### src/hdl/region_descriptor_merge_distance_top_assert.svh
// Assertion macros for the region descriptor merge and distance block.
`ifndef REGION_DESCRIPTOR_MERGE_DISTANCE_TOP_ASSERT_SVH
`define REGION_DESCRIPTOR_MERGE_DISTANCE_TOP_ASSERT_SVH

`ifndef SYNTHESIS

`define RDMD_ASSERT(lbl, prop, msg) \
  lbl: assert property (@(posedge clk) disable iff (rst) prop) \
    else $error(msg);

`define RDMD_ASSERT_NEXT(lbl, ante, cons, msg) \
  lbl: assert property (@(posedge clk) disable iff (rst) (ante) |=> (cons)) \
    else $error(msg);

`else

`define RDMD_ASSERT(lbl, prop, msg)

`define RDMD_ASSERT_NEXT(lbl, ante, cons, msg)

`endif

`endif

### src/hdl/rdmd_pkg.sv
// Shared types and constants for the region descriptor merge and distance block.
`timescale 1ns / 1ps

package rdmd_pkg;

  localparam int FEAT_W    = 16;  // Q8.8 feature
  localparam int IDX_W     = 6;
  localparam int RCNT_W    = 24;  // region_count field
  localparam int DIST_W    = 22;
  localparam int STAT_W    = 2;
  localparam int OUT_CNT_W = 24;  // total_count field
  localparam int S_DATA_W  = 48;
  localparam int M_DATA_W  = 48;

  localparam logic [DIST_W-1:0] DIST_MAX = '1;

  typedef enum logic [1:0] {
    KIND_LOAD   = 2'd0,
    KIND_MERGE  = 2'd1,
    KIND_DIST   = 2'd2,
    KIND_IGNORE = 2'd3
  } rdmd_kind_t;

  localparam logic [STAT_W-1:0] ST_OK   = 2'd0;
  localparam logic [STAT_W-1:0] ST_ZERO = 2'd1;
  localparam logic [STAT_W-1:0] ST_SAT  = 2'd2;

  // merge unit status toward the sequencer
  typedef struct packed {
    logic busy;
    logic done;
  } rdmd_mu_stat_t;

endpackage

### src/hdl/rdmd_merge_unit.sv
// Bit-serial weighted mean: shift-add multiply then restoring divide.
`timescale 1ns / 1ps

module rdmd_merge_unit import rdmd_pkg::*; #(
  parameter int CNT_W = 24
) (
  input  logic                clk,
  input  logic                rst,
  input  logic                start,
  input  logic [FEAT_W-1:0]   old_val,
  input  logic [FEAT_W-1:0]   new_val,
  input  logic [CNT_W-1:0]    old_cnt,
  input  logic [CNT_W-1:0]    new_cnt,
  input  logic [CNT_W:0]      total,    // nonzero
  output logic [FEAT_W-1:0]   quot,
  output rdmd_mu_stat_t       stat
);

  localparam int WS_W   = CNT_W + FEAT_W + 1;
  localparam int STEP_W = $clog2(FEAT_W);

  typedef enum logic [1:0] {U_IDLE, U_MUL, U_DIV} ustate_t;

  ustate_t             state;
  logic [STEP_W-1:0]   step;
  logic [FEAT_W-1:0]   a_sh;
  logic [FEAT_W-1:0]   b_sh;
  logic [CNT_W-1:0]    wa;
  logic [CNT_W-1:0]    wb;
  logic [CNT_W:0]      tot;
  logic [WS_W-1:0]     ws;
  logic [CNT_W:0]      rem;
  logic [FEAT_W-1:0]   lo;       // dividend low bits, quotient shifts in behind
  logic                done;

  logic [WS_W-1:0]     ws_next;
  logic [CNT_W+1:0]    cat;
  logic [CNT_W+1:0]    trial;
  logic                ge;
  logic [CNT_W:0]      rem_next;

  // MSB-first shift-add of both products at once
  assign ws_next = (ws << 1)
                 + (a_sh[FEAT_W-1] ? WS_W'(wa) : '0)
                 + (b_sh[FEAT_W-1] ? WS_W'(wb) : '0);

  assign cat      = {rem, lo[FEAT_W-1]};
  assign trial    = cat - {1'b0, tot};
  assign ge       = !trial[CNT_W+1];
  assign rem_next = ge ? trial[CNT_W:0] : cat[CNT_W:0];

  always_ff @(posedge clk) begin
    if (rst) begin
      state <= U_IDLE;
      done  <= 1'b0;
    end else begin
      // pulse after the last divide step
      done <= (state == U_DIV) && (step == '0);
      unique case (state)
        U_IDLE: begin
          if (start) begin
            a_sh  <= old_val;
            b_sh  <= new_val;
            wa    <= old_cnt;
            wb    <= new_cnt;
            tot   <= total;
            ws    <= '0;
            step  <= STEP_W'(FEAT_W - 1);
            state <= U_MUL;
          end
        end
        U_MUL: begin
          ws   <= ws_next;
          a_sh <= a_sh << 1;
          b_sh <= b_sh << 1;
          if (step == '0) begin
            // quotient fits FEAT_W bits, so the high part is already below total
            rem   <= ws_next[WS_W-1:FEAT_W];
            lo    <= ws_next[FEAT_W-1:0];
            step  <= STEP_W'(FEAT_W - 1);
            state <= U_DIV;
          end else begin
            step <= step - 1'b1;
          end
        end
        U_DIV: begin
          rem  <= rem_next;
          lo   <= {lo[FEAT_W-2:0], ge};
          step <= step - 1'b1;
          if (step == '0) begin
            state <= U_IDLE;
          end
        end
        default: state <= U_IDLE;
      endcase
    end
  end

  assign quot      = lo;
  assign stat.busy = (state != U_IDLE);
  assign stat.done = done;

endmodule

### src/hdl/region_descriptor_merge_distance_top.sv
// Top level of the region descriptor merge and distance block.
`timescale 1ns / 1ps

// Holds one region descriptor (VECTOR_LEN unsigned Q8.8 features plus a pixel
// count) and processes one element per input beat. tuser selects load, merge
// or distance; code 3 is dropped without a result. Load writes the element;
// merge replaces it with floor((stored*stored_count + in*region_count)/total);
// distance accumulates |stored - in| into a 22-bit saturating sum. A beat with
// tlast commits the count (load: region_count, merge: stored+region, distance:
// unchanged, saturated to COUNT_BITS bits with status 2; a zero merge total
// gives status 1, first flag wins) and emits one result beat. Elements with an
// index at or past VECTOR_LEN touch neither store nor sum. Sequencing: a load or
// distance element, or a merge element out of range or with a zero total,
// passes through the execute and finish states before the next accept; a merge
// element in range with a nonzero total also waits in the wait state for the
// bit-serial merge unit (shift-add multiply, then restoring divide, one bit per
// cycle); a dropped beat leaves the block idle. A last beat waits in its final
// state while the previous result is still unread.
// Feature store entries are undefined until loaded.

module region_descriptor_merge_distance_top import rdmd_pkg::*; #(
  parameter int VECTOR_LEN = 64,
  parameter int COUNT_BITS = 24
) (
  input  logic                clk,
  input  logic                rst,
  input  logic                s_axis_tvalid,
  output logic                s_axis_tready,
  // [5:0] elem_index, [21:6] element_value, [45:22] region_count, [47:46] zero
  input  logic [S_DATA_W-1:0] s_axis_tdata,
  // [1:0] kind
  input  logic [1:0]          s_axis_tuser,
  input  logic                s_axis_tlast,
  output logic                m_axis_tvalid,
  input  logic                m_axis_tready,
  // [21:0] distance, [45:22] total_count, [47:46] status
  output logic [M_DATA_W-1:0] m_axis_tdata
);

  `include "region_descriptor_merge_distance_top_assert.svh"

  localparam int AW = (VECTOR_LEN > 1) ? $clog2(VECTOR_LEN) : 1;
  localparam int CW = (COUNT_BITS > RCNT_W) ? COUNT_BITS : RCNT_W;
  localparam int TW = CW + 1;
  localparam logic [TW-1:0] CMAX = TW'((64'd1 << COUNT_BITS) - 64'd1);

  typedef enum logic [1:0] {S_IDLE, S_EXEC, S_WAIT, S_FIN} state_t;

  state_t               state;

  // latched beat
  rdmd_kind_t           op_kind;
  logic [AW-1:0]        op_addr;
  logic                 op_range;
  logic [FEAT_W-1:0]    op_val;
  logic [RCNT_W-1:0]    op_rc;
  logic                 op_last;

  logic [COUNT_BITS-1:0] stored_count;
  logic [DIST_W-1:0]    dsum;
  logic [STAT_W-1:0]    pending_status;
  logic                 wr_pend;
  logic [FEAT_W-1:0]    wr_val;

  logic [FEAT_W-1:0]    feat_mem [VECTOR_LEN];
  logic [FEAT_W-1:0]    rd_data;

  // input unpack
  rdmd_kind_t           in_kind;
  logic [IDX_W-1:0]     in_idx;
  logic [FEAT_W-1:0]    in_val;
  logic [RCNT_W-1:0]    in_rc;
  logic [AW+IDX_W-1:0]  idx_wide;
  logic [AW-1:0]        in_addr;
  logic                 in_range;
  logic                 accept;

  logic [TW-1:0]        op_total;
  logic                 mu_start;
  logic [FEAT_W-1:0]    mu_q;
  rdmd_mu_stat_t        mu_stat;

  logic [FEAT_W-1:0]    diff;
  logic [DIST_W:0]      dsum_add;
  logic [DIST_W-1:0]    dsum_sat;

  logic [TW-1:0]        commit_raw;
  logic                 commit_sat;
  logic [COUNT_BITS-1:0] commit_cnt;
  logic [COUNT_BITS-1:0] cnt_fin;
  logic [CW-1:0]        cnt_ext;
  logic [STAT_W-1:0]    status_fin;
  logic [DIST_W-1:0]    dist_fin;
  logic                 mem_we;
  logic                 out_load;

  assign in_kind  = rdmd_kind_t'(s_axis_tuser);
  assign in_idx   = s_axis_tdata[IDX_W-1:0];
  assign in_val   = s_axis_tdata[IDX_W +: FEAT_W];
  assign in_rc    = s_axis_tdata[IDX_W+FEAT_W +: RCNT_W];
  assign idx_wide = (AW+IDX_W)'(in_idx);
  assign in_addr  = idx_wide[AW-1:0];
  assign in_range = int'(in_idx) < VECTOR_LEN;

  assign s_axis_tready = (state == S_IDLE);
  assign accept        = s_axis_tvalid && s_axis_tready;

  // exact sum, one bit wider than either count
  assign op_total = TW'(stored_count) + TW'(op_rc);
  assign mu_start = (state == S_EXEC) && (op_kind == KIND_MERGE) && op_range
                  && (op_total != '0);

  rdmd_merge_unit #(
    .CNT_W (CW)
  ) u_merge (
    .clk     (clk),
    .rst     (rst),
    .start   (mu_start),
    .old_val (rd_data),
    .new_val (op_val),
    .old_cnt (CW'(stored_count)),
    .new_cnt (CW'(op_rc)),
    .total   (op_total),
    .quot    (mu_q),
    .stat    (mu_stat)
  );

  // distance accumulate, saturating
  assign diff     = (rd_data > op_val) ? (rd_data - op_val) : (op_val - rd_data);
  assign dsum_add = {1'b0, dsum} + (DIST_W+1)'(diff);
  assign dsum_sat = dsum_add[DIST_W] ? DIST_MAX : dsum_add[DIST_W-1:0];

  // commit on last
  assign commit_raw = (op_kind == KIND_LOAD) ? TW'(op_rc) : op_total;
  assign commit_sat = (op_kind != KIND_DIST) && (commit_raw > CMAX);
  assign commit_cnt = commit_sat ? CMAX[COUNT_BITS-1:0] : commit_raw[COUNT_BITS-1:0];
  assign cnt_fin    = (op_kind == KIND_DIST) ? stored_count : commit_cnt;
  assign cnt_ext    = CW'(cnt_fin);
  assign dist_fin   = (op_kind == KIND_DIST) ? dsum : '0;

  always_comb begin
    if (pending_status != ST_OK) begin
      status_fin = pending_status;
    end else if ((op_kind == KIND_MERGE) && (op_total == '0)) begin
      status_fin = ST_ZERO;
    end else if (commit_sat) begin
      status_fin = ST_SAT;
    end else begin
      status_fin = ST_OK;
    end
  end

  assign mem_we = (state == S_FIN) && wr_pend;

  // result register free or draining this cycle
  assign out_load = (state == S_FIN) && op_last && (!m_axis_tvalid || m_axis_tready);

  // feature store, registered read
  always_ff @(posedge clk) begin
    if (accept) begin
      rd_data <= feat_mem[in_addr];
    end
    if (mem_we) begin
      feat_mem[op_addr] <= wr_val;
    end
  end

  always_ff @(posedge clk) begin
    if (rst) begin
      state          <= S_IDLE;
      m_axis_tvalid  <= 1'b0;
      stored_count   <= '0;
      dsum           <= '0;
      pending_status <= ST_OK;
      wr_pend        <= 1'b0;
    end else begin
      if (out_load) begin
        m_axis_tvalid <= 1'b1;
      end else if (m_axis_tvalid && m_axis_tready) begin
        m_axis_tvalid <= 1'b0;
      end
      unique case (state)
        S_IDLE: begin
          if (accept && (in_kind != KIND_IGNORE)) begin
            op_kind  <= in_kind;
            op_addr  <= in_addr;
            op_range <= in_range;
            op_val   <= in_val;
            op_rc    <= in_rc;
            op_last  <= s_axis_tlast;
            wr_pend  <= 1'b0;
            state    <= S_EXEC;
          end
        end
        S_EXEC: begin
          unique case (op_kind)
            KIND_LOAD: begin
              wr_pend <= op_range;
              wr_val  <= op_val;
              state   <= S_FIN;
            end
            KIND_MERGE: begin
              if (!op_range) begin
                state <= S_FIN;
              end else if (op_total == '0) begin
                wr_pend <= 1'b1;
                wr_val  <= '0;
                if (pending_status == ST_OK) begin
                  pending_status <= ST_ZERO;
                end
                state <= S_FIN;
              end else begin
                state <= S_WAIT;
              end
            end
            KIND_DIST: begin
              if (op_range) begin
                dsum <= dsum_sat;
              end
              state <= S_FIN;
            end
            default: state <= S_FIN;
          endcase
        end
        S_WAIT: begin
          if (mu_stat.done) begin
            wr_pend <= 1'b1;
            wr_val  <= mu_q;
            state   <= S_FIN;
          end
        end
        S_FIN: begin
          if (!op_last) begin
            state <= S_IDLE;
          end else if (out_load) begin
            m_axis_tdata   <= {status_fin, cnt_ext[OUT_CNT_W-1:0], dist_fin};
            stored_count   <= cnt_fin;
            dsum           <= '0;
            pending_status <= ST_OK;
            state          <= S_IDLE;
          end
        end
        default: state <= S_IDLE;
      endcase
    end
  end

  `RDMD_ASSERT(a_done_in_wait, mu_stat.done |-> state == S_WAIT, "merge result outside wait")
  `RDMD_ASSERT_NEXT(a_div_writes, mu_stat.done, state == S_FIN && wr_pend, "merge result not stored")
  `RDMD_ASSERT(a_out_from_fin, $rose(m_axis_tvalid) |-> $past(state) == S_FIN && $past(op_last), "result beat without last")
  `RDMD_ASSERT(a_busy_no_accept, mu_stat.busy |-> !s_axis_tready, "beat taken during merge")
  `RDMD_ASSERT(a_status_code, pending_status == ST_OK || pending_status == ST_ZERO || pending_status == ST_SAT, "bad pending status")

endmodule

### config.mk
export PLATFORM = sky130hd
export DESIGN_NAME = region_descriptor_merge_distance_top
export DESIGN_NICKNAME = d
export VERILOG_FILES = /design/src/hdl/rdmd_pkg.sv /design/src/hdl/rdmd_merge_unit.sv /design/src/hdl/region_descriptor_merge_distance_top.sv
export VERILOG_INCLUDE_DIRS = /design/src /design/src/hdl
export SDC_FILE = /design/constraint.sdc
export NUM_CORES = 2
export LEC_CHECK = 0
export BUFFER_PORTS_ARGS = -buffer_cell sky130_fd_sc_hd__buf_2
export CORE_UTILIZATION = 55
export CTS_CLUSTER_SIZE = 12
export DETAILED_ROUTE_END_ITERATION = 16
export PLACE_DENSITY = 0.71
export SETUP_SLACK_MARGIN = 0.1
export SYNTH_ARGS = -nofsm -noshare
export SYNTH_HDL_FRONTEND = slang
export SYNTH_SLANG_ARGS = --single-unit
### constraint.sdc
create_clock -name clk -period 10.6 [get_ports clk]
set_input_delay 2.12 -clock clk [delete_from_list [all_inputs] [get_ports clk]]
set_output_delay 2.12 -clock clk [all_outputs]
set_load 0.02 [all_outputs]
* Yosys cells after proc, flatten, opt, wreduce, memory -nomap -nowiden
Memories as Yosys holds them, arrays and structs flattened. A register that Yosys moved wholly into a read port is not among the register bits. Cells that the tools add are included.
Word-level totals: bits of input ports 55, memories kept 1, register bits after elaboration 358, logic and storage cells 159, bits in writable memories 1024, output and inout bits 50
Memory list:
- feat_mem | words 64, width 16, read ports 1, clocked after Yosys merged registers in 1, write ports 1, line region_descriptor_merge_distance_top.sv:65 | logic [FEAT_W-1:0] feat_mem [VECTOR_LEN];
Operators by class: equality and inequality tests 23, multiplexer cells 57, add/subtract/negate cells 8, magnitude comparators 2, reduce and logical (&&, ||, !) cells 42, bitwise operators 1
Operators with widths (count):
- $pmux 16 s2 | 5
- $mux 16 | 6
- $mux 24 | 4
- $mux 22 | 4
- $add 41x24->41 | 2
- $pmux 40 s2 | 1
- $mux 25 | 3
- $pmux 25 s2 | 1
- $pmux 22 s2 | 1
- $mux 40 | 1
- $sub 16x16->16 | 2
- $mux 2 | 14
- $sub 26x25->26 | 1
- $add 24x24->25 | 1
- $gt 25x24->1 const B | 1
- $logic_not 25->1 | 1
- $reduce_bool 25->1 | 1
- $reduce_and 3->1 | 8
- $add 22x16->23 | 1
- $gt 16x16->1 | 1
- $ne 2x1->1 const B | 7
- $ne 2x2->1 const B | 6
- $pmux 4 s3 | 1
- $reduce_bool 2->1 | 6
- other kinds (23) | 54

* Depth between registers and ports, before layout
word-level depth 7, depth in mapped cells 26, depth with buffers taken out 24

* Modules after synthesis
From an unflattened synthesis, not the netlist that was laid out.
Second synthesis, totals: cells, all modules 3567, area total of the unflattened synthesis 60915.9 sq um
By module, submodules not included:
- region_descriptor_merge_distance_top | sequential area each 35644.2 sq um, cells an instance 2604, instances 1, area an instance 49645.1 sq um
- rdmd_merge_unit | sequential area each 5765.5 sq um, cells an instance 963, instances 1, area an instance 11270.8 sq um

* Least setup slack after synthesis
OpenSTA, ideal clock, no wires.
kind reg2reg, start register op_rc[0], end register u_merge.tot[0] (enable), library setup time 0.594 ns, slack 2.551 ns, cell stages (with the launch flop) 13, path buffers 0, data arrival time 7.456 ns, cells stage by stage edfxtp_1 ha_1 fa_1 a211oi_2 o21ai_2 a211oi_2 o21bai_1 a31oi_1 xnor2_1 a2111oi_4 nand2_4 nand2_1 nor3_1
On the way: word-level cells in the longest chain between the ends 4
RTL lines:
- start, declared | line region_descriptor_merge_distance_top.sv:56 | logic [RCNT_W-1:0] op_rc;
- start signal, assigned | line region_descriptor_merge_distance_top.sv:189 | op_rc <= in_rc;
- $add 24x24->25 | line region_descriptor_merge_distance_top.sv:109 | assign op_total = TW'(stored_count) + TW'(op_rc);
- via op_total[22] | line region_descriptor_merge_distance_top.sv:78 | logic [TW-1:0] op_total;
- $reduce_bool 25->1 | line region_descriptor_merge_distance_top.sv:111 | && (op_total != '0);
- $logic_and 1x1->1 | line region_descriptor_merge_distance_top.sv:111
- $reduce_and 3->1 (no line)
- end signal, assigned | line rdmd_merge_unit.sv:66 | tot <= total;
- end, declared | line rdmd_merge_unit.sv:30 | logic [CNT_W:0] tot;
The timed path passes the listed nets, and every way through them passes these cells. A chain may end at the register's enable or synchronous reset.

* Worst setup path after layout
start register rd_data[0] (read register of feat_mem), end register dsum[7]
On the way: word-level cells in the longest chain between the ends 6
RTL lines:
- start, declared | line region_descriptor_merge_distance_top.sv:66 | logic [FEAT_W-1:0] rd_data;
- $sub 16x16->16 or $gt 16x16->1 (tied branches) | line region_descriptor_merge_distance_top.sv:129 | assign diff = (rd_data > op_val) ? (rd_data - op_val) : (op_val - rd_data);
- $mux 16 * | line region_descriptor_merge_distance_top.sv:129
- $add 22x16->23 * | line region_descriptor_merge_distance_top.sv:130 | assign dsum_add = {1'b0, dsum} + (DIST_W+1)'(diff);
- $mux 22 * | line region_descriptor_merge_distance_top.sv:131 | assign dsum_sat = dsum_add[DIST_W] ? DIST_MAX : dsum_add[DIST_W-1:0];
- $mux 22 * | line region_descriptor_merge_distance_top.sv:196 | unique case (op_kind)
- $pmux 22 s2 * | line region_descriptor_merge_distance_top.sv:182 | unique case (state)
- end signal, assigned | line region_descriptor_merge_distance_top.sv:218 | dsum <= dsum_sat;
- end, declared | line region_descriptor_merge_distance_top.sv:60 | logic [DIST_W-1:0] dsum;
Mark *: on every way between the ends. The rest lies on a longest branch, timed or not. The select of a mux whose other input is x is not followed.

==> results.py <==
metrics = {
    "synth": {
        "syn_avg_cell_area_um2": 16.9,
        "synth_edf_count": 1343,
        "synth_flop_cell": "edfxtp_1",
        "synth_nets": 3786,
        "syn_inst": 3570,
        "syn_area_um2": 60400,
        "ys_seq_area_frac": 0.686,
        "synth_seq_cells": 1397,
        "postSynth.asyncResetShare": 0,
        "ys_types": 82,
        "ys_warn_count": 0,
    },
    "grt": {
        "gr-usage-met2": 0.407,
        "overflow": 0,
        "first_global_vias": 32200,
        "gr-usage-all-layers": 0.251,
        "grt_pass1_wl_mm": 205,
        "grt_max_degree": 110,
        "busiest_layer": "met2",
        "grtUsageMet1": 0.348,
        "use_met3": 0.0460,
        "antenna_found_initial": 6,
    },
    "floorplan": {
        "std_cell_rows": 121,
        "initial_core_util": 0.555,
        "die_y_um": 333,
        "die_area_um2": 111000,
        "dieWidth_um": 333,
        "ios": 105,
        "design.core.area_um2": 109000,
    },
    "worst_setup_path": {
        "cp.required_ns": 11.24,
        "path_class": "reg -> reg",
        "crit_path_end": "dsum[7]",
        "cp_max_fo": 24,
        "rr_endpoint": "dsum[7]",
        "reg2reg_depth": 24,
        "r2r_slack_ns": 4.92,
        "startpoint": "rd_data[0]",
        "critPathLaunchType": "flop",
        "crit_arrival_ns": 6.32,
        "crit_path_end_kind": "flop",
        "r2r_start": "rd_data[0]",
    },
    "placement": {
        "gp_congestion": 0.902,
        "dpl.hpwl_mm": 81.8,
        "io_buffers": 102,
        "dpl_worst_slack_ns": 4.79,
    },
    "route": {
        "num_vias": 32600,
        "drcViolationCount": 0,
        "drt_iter0_drc": 3892,
        "ant_nets": 0,
        "dr.pass1.iters": 8,
        "wl_per_cell_um": 25.9,
        "via_per_inst": 6.19,
        "drt_wl_total_mm": 137,
    },
    "sta": {
        "fmax_mhz": 176,
        "fin_crit_sh": 0.536,
        "clock_skew_ns": 0.0452,
        "period_minus_slack_ns": 5.68,
        "tightest_slew_ns": 1.12,
        "setup_viol": 0,
        "drv_slew": 0,
        "fin_setup_tns_ns": 0,
        "rsz0062_at_grt": "false",
        "slew_headroom": 0.251,
        "setup_slack_ns": 4.92,
        "hold_viol_final": 0,
    },
    "clock_tree": {
        "numClockSinks": 1397,
        "htreeDepth": 4,
        "numCtsBuffers": 145,
        "cts_tree": "built",
        "post_cts_buffers": 0,
        "cts_root_buf": "clkbuf_16",
        "post_cts_resized": 0,
        "cts_buffer_depth": 3,
        "postCtsHoldBufs": 0,
        "cts.clk_slew.worst_paths_ns": 0.06,
        "insertion_delay_ns": 0.77,
    },
    "pwr": {
        "max-vdd-ir-drop_mv": 0.154,
        "pwr_density_cell_nw_per_um2": 199,
        "power.leakage_nw": 23.0,
    },
    "min_path": {
        "hold_class": "reg -> reg",
    },
    "status": {
        "status": "finished clean",
    },
    "finish": {
        "nNetsFinal": 3976,
        "area_growth_pct": 11.6,
        "final_util": 0.619,
        "drive_gt1_frac": 0.204,
    },
    "run": {
        "max_cap_violations": 0,
    },
}
[through the flow]
step	cells	hold slack (ns)	power, W	instance area [µm²]
after floorplan	3570	0.445	0.00810	60400
after global placement	5027	0.471	0.00868	63000
after detailed placement	5027	0.479	0.00872	63000
after CTS	5264	0.485	0.0135	67400
after global routing	5264	0.496	0.0139	67400
final	5267	0.481	0.0134	67400
[worst max-delay path: stages (launching register included)]
cell	delay [ns]
edfxtp_1	0.43
inv_1	0.11
ha_1	0.17
inv_1	0.06
fa_1	0.38
a21o_1	0.17
a21o_1	0.18
a21o_1	0.17
a21oi_1	0.29
o211ai_1	0.12
nand2_1	0.18
o41ai_4	0.10
buf_4	0.24
mux2_2	0.27
inv_1	0.06
fa_1	0.43
nor2b_1	0.13
o21a_1	0.16
o21ai_1	0.11
a211oi_1	0.36
nor3_1	0.17
o31ai_1	0.42
and3_1	0.63
nor2_1	0.10
o21ai_0	0.16
[how the worst min path moves through the flow]
stage | from | end | slack (ns) | depth (start not counted)
final | dsum[10] | dsum[10] | 0.48 | 2
after global routing | dsum[12] | dsum[12] | 0.50 | 2
after CTS | stored_count[15] | u_merge.wa[15] | 0.49 | 0
after detailed placement | dsum[12] | dsum[12] | 0.48 | 2
after global placement | dsum[9] | dsum[9] | 0.47 | 2
after floorplan | dsum[0] | dsum[0] | 0.45 | 2
[sequential cells by signal, indices dropped and copies added (netlist names), 25 cells and up]
name / flops
feat_mem: 1024
m_axis_tdata: 48
u_merge.rem: 25
u_merge.tot: 25
u_merge.ws: 40
[power breakdown]
group          internal (W)  total, W  switching, W
Combinational      0.000714   0.00202       0.00130
Clock               0.00272   0.00480       0.00208
Sequential          0.00651   0.00661      0.000103
[kinds of logic (layout without fill, tap and decap cells)]
logic type / after synthesis / after routing / share of synthesized area
buffers and inverters: 340 / 620 / 0.0215
AO/OA/AOI/OAI: 492 / 492 / 0.0534
XOR/XNOR: 100 / 100 / 0.0145
other: 0 / 3 / 0
multiplexers: 395 / 395 / 0.135
flip-flops: 1397 / 1397 / 0.686
adder cells (fa/ha/maj): 161 / 161 / 0.0370
AND/OR/NAND/NOR: 685 / 685 / 0.0528
[synth_stat cells, types with 43 or more instances]
master    count  area share
nand2_1     247       0.015
xor2_1       43      0.0062
nor2_1      192       0.012
xnor2_1      57      0.0083
ha_1        132       0.027
edfxtp_1   1343        0.67
a21o_1       62      0.0077
mux2i_1      53      0.0088
clkbuf_1    121      0.0075
dfxtp_1      54       0.018
o21ai_0     112      0.0093
mux4_2      336        0.13
and2_1       43      0.0045
a21oi_1     130       0.011
inv_1       173       0.011
[placed cells by master (no fill, tap or decap), types with 7 or more instances in the layout]
cell type / instances
edfxtp_1: 1343
mux4_2: 336
nand2_1: 247
nor2_1: 185
inv_1: 173
clkbuf_16: 149
ha_1: 130
a21oi_1: 129
o21ai_0: 112
buf_4: 108
buf_2: 98
a21o_1: 62
xnor2_1: 56
dfxtp_1: 54
mux2i_1: 53
xor2_1: 43
and2_1: 43
nand3_1: 40
clkbuf_1: 40
fa_1: 29
nor3_1: 27
a31oi_1: 25
o31ai_1: 24
a211oi_1: 23
nand4_1: 22
nor2b_1: 21
nand2b_1: 20
o21a_1: 18
clkinv_1: 17
o21bai_1: 15
or3_1: 14
or2_2: 11
nand3b_1: 9
clkinv_2: 9
and3_1: 8
o211ai_1: 7
o31a_1: 7
[final cells by class]
class                      instances  area (µm²)
multi-input combinational       1833       17800
antenna                            3        7.51
tap                             1414        1770
fill                            7686       41500
timing repair buffer             209        1350
clock inverter                    43         487
inverter                         174         653
clock buffer                     194        3950
sequential                      1397       41400
[per-layer routing]
metal / share of wire / routed length, µm
met5: 0.00022 / 30
met4: 0.026 / 3530
met1: 0.40 / 54800
met3: 0.079 / 10800
met2: 0.49 / 67400
Power figures use the tool's default switching activity.
